--- config.mk ---
export PLATFORM = sky130hd
export DESIGN_NAME = abtk_ctrl
export DESIGN_NICKNAME = d
export VERILOG_FILES = /design/src/hdl/abtk_pkg.sv /design/src/hdl/abtk_ctrl.sv
export SDC_FILE = /design/constraint.sdc
export NUM_CORES = 1
export LEC_CHECK = 0
export ABC_AREA = 0
export BUFFER_PORTS_ARGS = -buffer_cell sky130_fd_sc_hd__buf_2
export CAP_MARGIN = 20
export CORE_UTILIZATION = 30
export CTS_CLUSTER_DIAMETER = 40
export DETAILED_ROUTE_END_ITERATION = 16
export MAX_ROUTING_LAYER = met4
export PLACE_DENSITY = 0.51
export SLEW_MARGIN = 20
export SYNTH_ARGS = -nofsm -noshare
export SYNTH_HDL_FRONTEND = slang
export SYNTH_SLANG_ARGS = --single-unit
export TNS_END_PERCENT = 20
--- constraint.sdc ---
create_clock -name clk -period 2.6 [get_ports clk]
set_clock_uncertainty 0.1 [all_clocks]
set_input_delay 0.52 -clock clk [delete_from_list [all_inputs] [get_ports clk]]
set_output_delay 0.52 -clock clk [all_outputs]
set_load 0.02 [all_outputs]
--- src/hdl/abtk_pkg.sv ---
// Shared types, constants and the rank comparison of the age-bucketed top-k ranker.
// Used by the controller, the datapath and the top level; depends on nothing else.
package abtk_pkg;

    localparam int NAME_W  = 64;
    localparam int AGE_W   = 8;
    localparam int WORTH_W = 21;
    localparam int CNT_W   = 7;
    localparam int MAX_OUT = 64;
    localparam int BEST_AW = 6;

    localparam logic CMD_INSERT = 1'b0;
    localparam logic CMD_QUERY  = 1'b1;

    typedef struct packed {
        logic [NAME_W-1:0]         name;
        logic [AGE_W-1:0]          age;
        logic signed [WORTH_W-1:0] worth;
    } rec_t;

    typedef struct packed {
        logic [NAME_W-1:0]         name;
        logic signed [WORTH_W-1:0] worth;
    } entry_t;

    typedef enum logic [3:0] {
        OP_NONE,
        OP_LOAD,
        OP_APPEND,
        OP_WSCAN_FIRST,
        OP_WORST_STEP,
        OP_REPLACE,
        OP_NEXT_AGE,
        OP_SCAN_FIRST,
        OP_CAND,
        OP_CMP,
        OP_PLACE,
        OP_OUT_FIRST,
        OP_OUT_NONE,
        OP_OUT_LOAD
    } dp_op_t;

    typedef struct packed {
        dp_op_t op;
    } dp_cmd_t;

    typedef struct packed {
        logic is_query;
        logic ins_ok;
        logic q_empty;
        logic fill_zero;
        logic full;
        logic worst_last;
        logic bcount_zero;
        logic ahead;
        logic p_one;
        logic slot_last;
        logic age_last;
        logic out_free;
        logic out_last;
    } dp_sts_t;

    // True when a ranks strictly ahead of b.
    function automatic logic ahead(input rec_t a, input rec_t b);
        logic r;
        if (a.worth != b.worth)
        begin
            r = (a.worth > b.worth);
        end
        else if (a.age != b.age)
        begin
            r = (a.age < b.age);
        end
        else
        begin
            r = (a.name < b.name);
        end
        return r;
    endfunction

endpackage

--- src/hdl/abtk_ctrl.sv ---
// Controller state machine of the ranker: sequences inserts, query scans and result output.
// Depends on abtk_pkg; drives the datapath by command and reads back its status.
module abtk_ctrl (
    input  logic             clk,
    input  logic             rst_n,
    input  logic             req_valid,
    output logic             req_ready,
    output abtk_pkg::dp_cmd_t ctl,
    input  abtk_pkg::dp_sts_t sts
);

    typedef enum logic [11:0] {
        S_IDLE   = 12'b0000_0000_0001,
        S_I_FRD  = 12'b0000_0000_0010,
        S_I_FCHK = 12'b0000_0000_0100,
        S_I_SCAN = 12'b0000_0000_1000,
        S_I_REPL = 12'b0000_0001_0000,
        S_Q_FRD  = 12'b0000_0010_0000,
        S_Q_FCHK = 12'b0000_0100_0000,
        S_Q_SRD  = 12'b0000_1000_0000,
        S_Q_CMP  = 12'b0001_0000_0000,
        S_Q_PLC  = 12'b0010_0000_0000,
        S_O_FRST = 12'b0100_0000_0000,
        S_O_LOAD = 12'b1000_0000_0000
    } state_t;

    state_t state_reg, state_next;

    assign req_ready = (state_reg == S_IDLE);

    always_comb
    begin
        state_next = state_reg;
        ctl.op     = abtk_pkg::OP_NONE;
        unique case (state_reg)
            S_IDLE:
            begin
                if (req_valid)
                begin
                    ctl.op = abtk_pkg::OP_LOAD;
                    if (sts.is_query)
                    begin
                        state_next = sts.q_empty ? S_O_FRST : S_Q_FRD;
                    end
                    else
                    begin
                        state_next = sts.ins_ok ? S_I_FRD : S_IDLE;
                    end
                end
            end
            S_I_FRD:
            begin
                state_next = S_I_FCHK;
            end
            S_I_FCHK:
            begin
                if (sts.full)
                begin
                    ctl.op     = abtk_pkg::OP_WSCAN_FIRST;
                    state_next = S_I_SCAN;
                end
                else
                begin
                    ctl.op     = abtk_pkg::OP_APPEND;
                    state_next = S_IDLE;
                end
            end
            S_I_SCAN:
            begin
                ctl.op = abtk_pkg::OP_WORST_STEP;
                if (sts.worst_last)
                begin
                    state_next = S_I_REPL;
                end
            end
            S_I_REPL:
            begin
                ctl.op     = abtk_pkg::OP_REPLACE;
                state_next = S_IDLE;
            end
            S_Q_FRD:
            begin
                state_next = S_Q_FCHK;
            end
            S_Q_FCHK:
            begin
                if (sts.fill_zero)
                begin
                    ctl.op     = abtk_pkg::OP_NEXT_AGE;
                    state_next = sts.age_last ? S_O_FRST : S_Q_FRD;
                end
                else
                begin
                    ctl.op     = abtk_pkg::OP_SCAN_FIRST;
                    state_next = S_Q_SRD;
                end
            end
            S_Q_SRD:
            begin
                ctl.op     = abtk_pkg::OP_CAND;
                state_next = sts.bcount_zero ? S_Q_PLC : S_Q_CMP;
            end
            S_Q_CMP:
            begin
                ctl.op = abtk_pkg::OP_CMP;
                if (!sts.ahead || sts.p_one)
                begin
                    state_next = S_Q_PLC;
                end
            end
            S_Q_PLC:
            begin
                ctl.op = abtk_pkg::OP_PLACE;
                if (!sts.slot_last)
                begin
                    state_next = S_Q_SRD;
                end
                else
                begin
                    state_next = sts.age_last ? S_O_FRST : S_Q_FRD;
                end
            end
            S_O_FRST:
            begin
                if (!sts.bcount_zero)
                begin
                    ctl.op     = abtk_pkg::OP_OUT_FIRST;
                    state_next = S_O_LOAD;
                end
                else if (sts.out_free)
                begin
                    ctl.op     = abtk_pkg::OP_OUT_NONE;
                    state_next = S_IDLE;
                end
            end
            S_O_LOAD:
            begin
                if (sts.out_free)
                begin
                    ctl.op = abtk_pkg::OP_OUT_LOAD;
                    if (sts.out_last)
                    begin
                        state_next = S_IDLE;
                    end
                end
            end
            default:
            begin
                state_next = S_IDLE;
            end
        endcase
    end

    always_ff @(posedge clk or negedge rst_n)
    begin
        if (!rst_n)
        begin
            state_reg <= S_IDLE;
        end
        else
        begin
            state_reg <= state_next;
        end
    end

endmodule

==> metrics, run 1 <==
status=completed; EDFF count, synth=0; All-Layer GR Usage=17.88%; WP data required=around 2.0 ns; NumNets Final=159; total number of yosys warnings=0; Slowest-stage cell, CP=dfrtp_2; worst skew pair latency=roughly 0.28 ns; post-DP HPWL=2092 microns; clock tree buffer depth=2; post-route total power=approximately 1200 uW; Slew HR=63.19%; Synth Area in Adders=0%; WP data arrival=1.95 ns; vias=~1.1k; cells along the critical path=nor4_4, buf_4, nand3_2, or3b_1, nand3_1, buf_2; mux cell area share after synthesis=1.008%; P&R area growth vs syn=27.96%; Rows=20; Synth Area per Inst=9.031 sq um; Gate power share=62.7%; sequential element share of the synthesized area=30.35%; DR vias/cell=5.667; Starting DRT DRC Count=61; CP Launch Type=flop; pwr dens=910.4 nW/um^2; Largest delay share family, worst path=simple AND/OR/NAND/NOR gates; Sw Share=43.71%; Starting Density=32.02%; ANT cells=0; main combinational cell family by area after synthesis=simple AND/OR/NAND/NOR gates; Lkg Pwr=0.0005941 uW; slowest stage delay, CP=between 0.4 and 0.5 ns; largest net degree at the start of global routing=13; WL met2=approximately 1300 microns; r2r startpoint=state_reg[9]; worst-case vdd ir drop=0.4991 mV; share of layout cells above drive strength 1=40.14%; DRC Markers=0; PortBufs=20; aggregate global routing overflow=0; Post-Synthesis Cell Area=approximately 1000 sq um; First-pass DRT Iterations=5; NetSw=505.8 uW; metal3 WL=241 microns; synthesis-stage register bit count=12; internal power=about 650 uW; initial antenna violation count=0; placed cells=174; Reg area=305.3 sq um; Setup crit end kind=primary output; multi-input logic area=636.9 sq um; Setup violations, final=0; worst-margin pin slew=0.5475 ns; FILL cells=334; ANT nets after route=0; post-synth cell types=a little under 50; CP max FO=8; Post-Synthesis Cells=110; buffers plus inverters on the worst setup path=2; TritonCTS clock tree=built; Top Ports=21; Final Cycle Share=98.70%; Final min period=2.566 ns; RePlAce Congestion=0.8690; clock sink count=12; r2r endpoint=state_reg[10]; first-pass GRT wire length=4533 microns; Reg2Reg Depth=6; share of flip-flops with an asynchronous set or reset=100.0%; Die Y-Extent=59.55 microns; post-layout util=just over 40%; WS Path Type=reg2out; met1 WL=~1200 microns; max layer used=met4; Syn Nets=126; Synth Area in Compound Gates=between 10% and 20%; final WL=roughly 2800 microns; RSZ-0062 raised after global routing=true; setup slack, reg-to-reg=0.30 ns; f_max=389.7 MHz; number of global-route vias before repair=927; WL per Instance=~15 microns; Simple-Gate Fraction of Synth Area=approximately two fifths; die area=3546 sq um; max reg flops=12; CTS Buf Count=3; Clk pwr share=13.4%; htree depth=1; Top FF cell, synth=dfrtp_1; HP Class=in2async; Core Area=3103 sq um; chip width=59.55 microns; Max Slew Vio Count=0; Reg power frac=23.9%; Max Cap Viol=0; final non-filler cell total=about 190; CTS clock-pin slew for the worst setup and hold paths=around 0.090 ns; CTS Root Cell=clkbuf_4; final hold viol count=0; Synth Area in XOR/XNOR=3.526%
[cell usage in the layout, fill, tap and decap left out, types with 2 or more instances in the layout]
master    instances
and3_1            3
nand3_1           5
and4_1            3
dfrtp_2           3
a31oi_1           2
nand3b_1          3
nand2b_1          2
a32oi_1           3
a22o_1            2
buf_2            19
dfrtp_1           8
or3b_2            2
buf_4            15
nor3_1            9
a21oi_1           2
o22ai_1           4
nor2_1            7
clkbuf_4          3
inv_1             5
xor2_1            3
nor4_1            2
nand2_1           3
nor4_4            2
nand4_1           3
[synth_stat cells, types with 2 or more instances]
| cell type | number | area share (%) |
|---|---|---|
| dfrtp_1 | 11 | 28 |
| nand2_1 | 3 | 1.1 |
| nor3_1 | 9 | 4.5 |
| nor4_4 | 2 | 4.3 |
| or3b_2 | 2 | 1.8 |
| nor4_1 | 2 | 1.3 |
| nor2_1 | 7 | 2.6 |
| o22ai_1 | 4 | 2.5 |
| a22o_1 | 2 | 1.8 |
| a21oi_1 | 2 | 1.0 |
| and4_1 | 3 | 2.6 |
| nor4b_1 | 2 | 1.8 |
| buf_4 | 2 | 1.5 |
| clkbuf_1 | 2 | 0.76 |
| inv_1 | 5 | 1.9 |
| nand3b_1 | 3 | 2.3 |
| nand2b_1 | 2 | 1.3 |
| nand3_1 | 5 | 2.5 |
| nand4_1 | 3 | 1.9 |
| a31oi_1 | 2 | 1.3 |
| and3_1 | 3 | 1.9 |
| a32oi_1 | 3 | 2.6 |
| buf_2 | 2 | 1.0 |
| xor2_1 | 3 | 2.6 |
| and2_1 | 2 | 1.3 |
[metrics by stage]
step	setup WS, ns	TNS [ns]	hold slack [ns]	instance area (sq um)
after global placement	0.3062	0	0.3288	1157
after detailed placement	0.2754	0	0.3202	1157
after CTS	0.02402	0	0.01390	1217
final	0.03382	0	0.005365	1271
after global routing	-0.06043	-0.09142	0.01411	1271
after floorplan	0.3649	0	0.1244	993.5
[layer usage]
metal / GRT usage (%) / vias up
li1: - / 496
met1: 25.17 / 507
met2: 25.52 / 47
met3: 4.367 / 4
met4: 4.651 / 0
met5: - / -
[logic make-up after synthesis]
family | Yosys count
XOR/XNOR | 4
multiplexers | 1
flip-flops | 12
AND/OR/NAND/NOR | 59
buffers and inverters | 12
AO/OA/AOI/OAI | 22
[layout make-up]
| type | count | share of cell area, % |
|---|---|---|
| tap | 44 | 4.331 |
| timing repair buffer | 35 | 17.22 |
| clock buffer | 4 | 2.854 |
| multi-input combinational | 86 | 50.10 |
| sequential | 12 | 24.02 |
| inverter | 5 | 1.476 |
[worst reg2reg max path: cells and delay by family (launching register included)]
kind,cells,cell delay [ns]
DFF,1,0.45
AOI/OAI and AO/OA,3,1.14
buffers and inverters,1,0.20
and+or+nand+nor,2,0.31
[worst max-delay path by stage]
stage                        end  cells after the start           from
final                     ctl[2]                      6  state_reg[11]
after global routing      ctl[2]                      6  state_reg[11]
after CTS                 ctl[3]                      6   state_reg[0]
after detailed placement  ctl[0]                      6  state_reg[11]
after global placement    ctl[0]                      6   state_reg[5]
after floorplan           ctl[0]                      6   state_reg[8]
[power by group through the flow]
stage                     sequential [uW]  combinational (uW)  clock, uW
after CTS                             280                 658        159
after floorplan                       249                 472          0
after detailed placement              284                 626          0
final                                 277                 726        155
after global routing                  284                 787        168
after global placement                283                 633          0
[repair_timing]
item                                    4_1_cts  5_1_grt
hold buffers                                  0        0
buffers inserted                              3        5
gates resized for setup                       1        6
hold endpoints to repair                      0        0
endpoints found under the setup margin        2        4
pin swaps                                     1        0
Power figures use the tool's default switching activity.
==> run 2, diff against run 1 <==
clock period = 2.95 ns   (was 2.6 ns; I/O delays follow)
==> run 2 against run 1 <==
Register-to-register slack improved by 0.39 ns. Cell area fell by 9.0%. Final cell count fell by 7.5%. Worst hold slack improved by 0.068 ns. Combinational power fell by 28%. Largest power group unchanged.
==> metrics, run 2 (synthesis gave the netlist of run 1 again) <==
status=completed (unchanged); commonest non-fill, non-tap cells in the layout=20 x buf_2, 11 x dfrtp_1, 9 x nor3_1 (was 19 x buf_2, 15 x buf_4, 9 x nor3_1); first-pass GRT wire length=4464 microns (was 4533 microns); final non-filler cell total=172 (was 186); Lkg Pwr=0.0005278 uW (was 0.0005941 uW); Max Slew Vio Count=0 (unchanged); worst-case vdd ir drop=0.3257 mV (was 0.4991 mV); crit path capture=ctl[0] (was ctl[2]); Die Y-Extent=59.55 microns (unchanged); pwr dens=793.8 nW/um^2 (was 910.4 nW/um^2); final hold viol count=0 (unchanged); htree depth=1 (unchanged); NumNets Final=145 (was 159); placed cells=167 (was 174); All-Layer GR Usage=17.29% (was 17.88%); die area=3546 sq um (unchanged); Final min period=2.828 ns; worst setup path startpoint=state_reg[5] (was state_reg[11]); ANT cells=0 (unchanged); worst skew pair latency=0.28 ns (about the same); cells along the critical path=nor4_4, and2_1, a32oi_1, nand4bb_1, buf_2 (was nor4_4, buf_4, nand3_2, or3b_1, nand3_1, buf_2); clock tree buffer depth=2 (unchanged); Slew HR=66.27% (was 63.19%); post-DP HPWL=2000 microns (was 2092 microns); CTS clock-pin slew for the worst setup and hold paths=0.09 ns (about the same); slowest stage delay, CP=0.53 ns (was 0.47 ns); aggregate global routing overflow=0 (unchanged); setup slack, reg-to-reg=0.69 ns (was 0.30 ns); Reg2Reg Depth=5 (was 6); final WL=2631 microns (was 2785 microns); TritonCTS clock tree=built (unchanged); Rows=20 (unchanged); CTS Hold Bufs=0 (unchanged); worst-margin pin slew=0.5017 ns (was 0.5475 ns); share of layout cells above drive strength 1=29.69% (was 40.14%); DRC Markers=0 (unchanged); CTS Buf Count=3 (unchanged); P&R area growth vs syn=16.50% (was 27.96%); RePlAce Congestion=0.8979 (was 0.8690); number of global-route vias before repair=939 (was 927); r2r startpoint=state_reg[9] (unchanged); initial antenna violation count=0 (unchanged); Top Ports=21 (unchanged); Starting DRT DRC Count=37 (was 61); CTS Root Cell=clkbuf_4 (unchanged); Max Cap Viol=0 (unchanged); setup TNS=0 ns (unchanged); Setup violations, final=0 (unchanged); commonest non-fill, non-tap cell in the layout=buf_2 (unchanged); largest net degree at the start of global routing=13 (unchanged); Final Cycle Share=95.85%; Starting Density=32.02% (unchanged); RSZ-0062 raised after global routing=false (was true); First-pass DRT Iterations=4 (was 5); WP data arrival=2.14 ns (was 1.95 ns); Largest delay share family, worst path=simple AND/OR/NAND/NOR gates (unchanged); WS Path Type=reg2out (unchanged); pre-CTS setup slack=0.3952 ns (was 0.2754 ns); HP Class=in2async (unchanged); PortBufs=20 (unchanged); Core Area=3103 sq um (unchanged); CP Launch Type=flop (unchanged); setup slack after layout=0.1223 ns (was 0.03382 ns); r2r endpoint=state_reg[10] (unchanged); vias=982 (was 1054); CP Depth=5 (was 6); ANT nets after route=0 (unchanged); Setup crit end kind=primary output (unchanged); WP data required=2.26 ns (was 1.98 ns); CP max FO=8 (unchanged); WL per Instance=15.30 microns (was 14.97 microns); f_max=353.6 MHz; max reg flops=12 (unchanged); chip width=59.55 microns (unchanged); clock sink count=12 (unchanged); buffers plus inverters on the worst setup path=1 (was 2); Slowest-stage cell, CP=nor4_4 (was dfrtp_2); DR vias/cell=5.709 (was 5.667)
## run 2: stage by stage
stage	instance area, sq um	hold slack [ns]	utilization [%]	power (uW)
after global routing	1157	0.08935	37.30	981.2
after detailed placement	1105	0.3991	35.60	751.1
after CTS	1141	0.08892	36.77	892.0
after floorplan	993.5	0.1944	-	635.3
after global placement	1105	0.3992	35.60	749.9
final	1157	0.07321	37.30	918.7
## run 2: final cells by class
cell class / instances / area [sq um]
Fill cell: 336 / 1946
Sequential cell: 12 / 301.5
Timing Repair Buffer: 21 / 107.6
Inverter: 5 / 18.77
Multi-Input combinational cell: 86 / 638.1
Tap cell: 44 / 55.05
Clock buffer: 4 / 36.28
## run 2: report_power, final
| part | internal [uW] | total (uW) | leakage, uW | switching, uW |
|---|---|---|---|---|
| clock network | 75.2 | 140 | 0.0000210 | 64.7 |
| logic | 214 | 524 | 0.000344 | 310 |
| registers | 195 | 255 | 0.000163 | 59.4 |
## run 2: how the worst min path moves through the flow
stage | from | to | slack, ns | cells after the start
after floorplan | rst_n | state_reg[10] | 0.19 | 0
after global placement | rst_n | state_reg[6] | 0.40 | 1
after detailed placement | rst_n | state_reg[6] | 0.40 | 1
after CTS | rst_n | state_reg[4] | 0.09 | 1
after global routing | rst_n | state_reg[4] | 0.09 | 1
final | rst_n | state_reg[6] | 0.07 | 1
## run 2: metal layers
layer	up-vias	part of all wire, %	GRT usage (%)
li1	466	-	-
met1	480	48	25.17
met2	31	45	24.56
met3	5	5.1	1.965
met4	0	1.6	5.980
met5	-	0	-
## run 2: repair_timing
action,4_1_cts,5_1_grt
setup endpoints to repair,0,4
hold endpoints to repair,0,0
buffers inserted,0,1
resized for setup,0,1
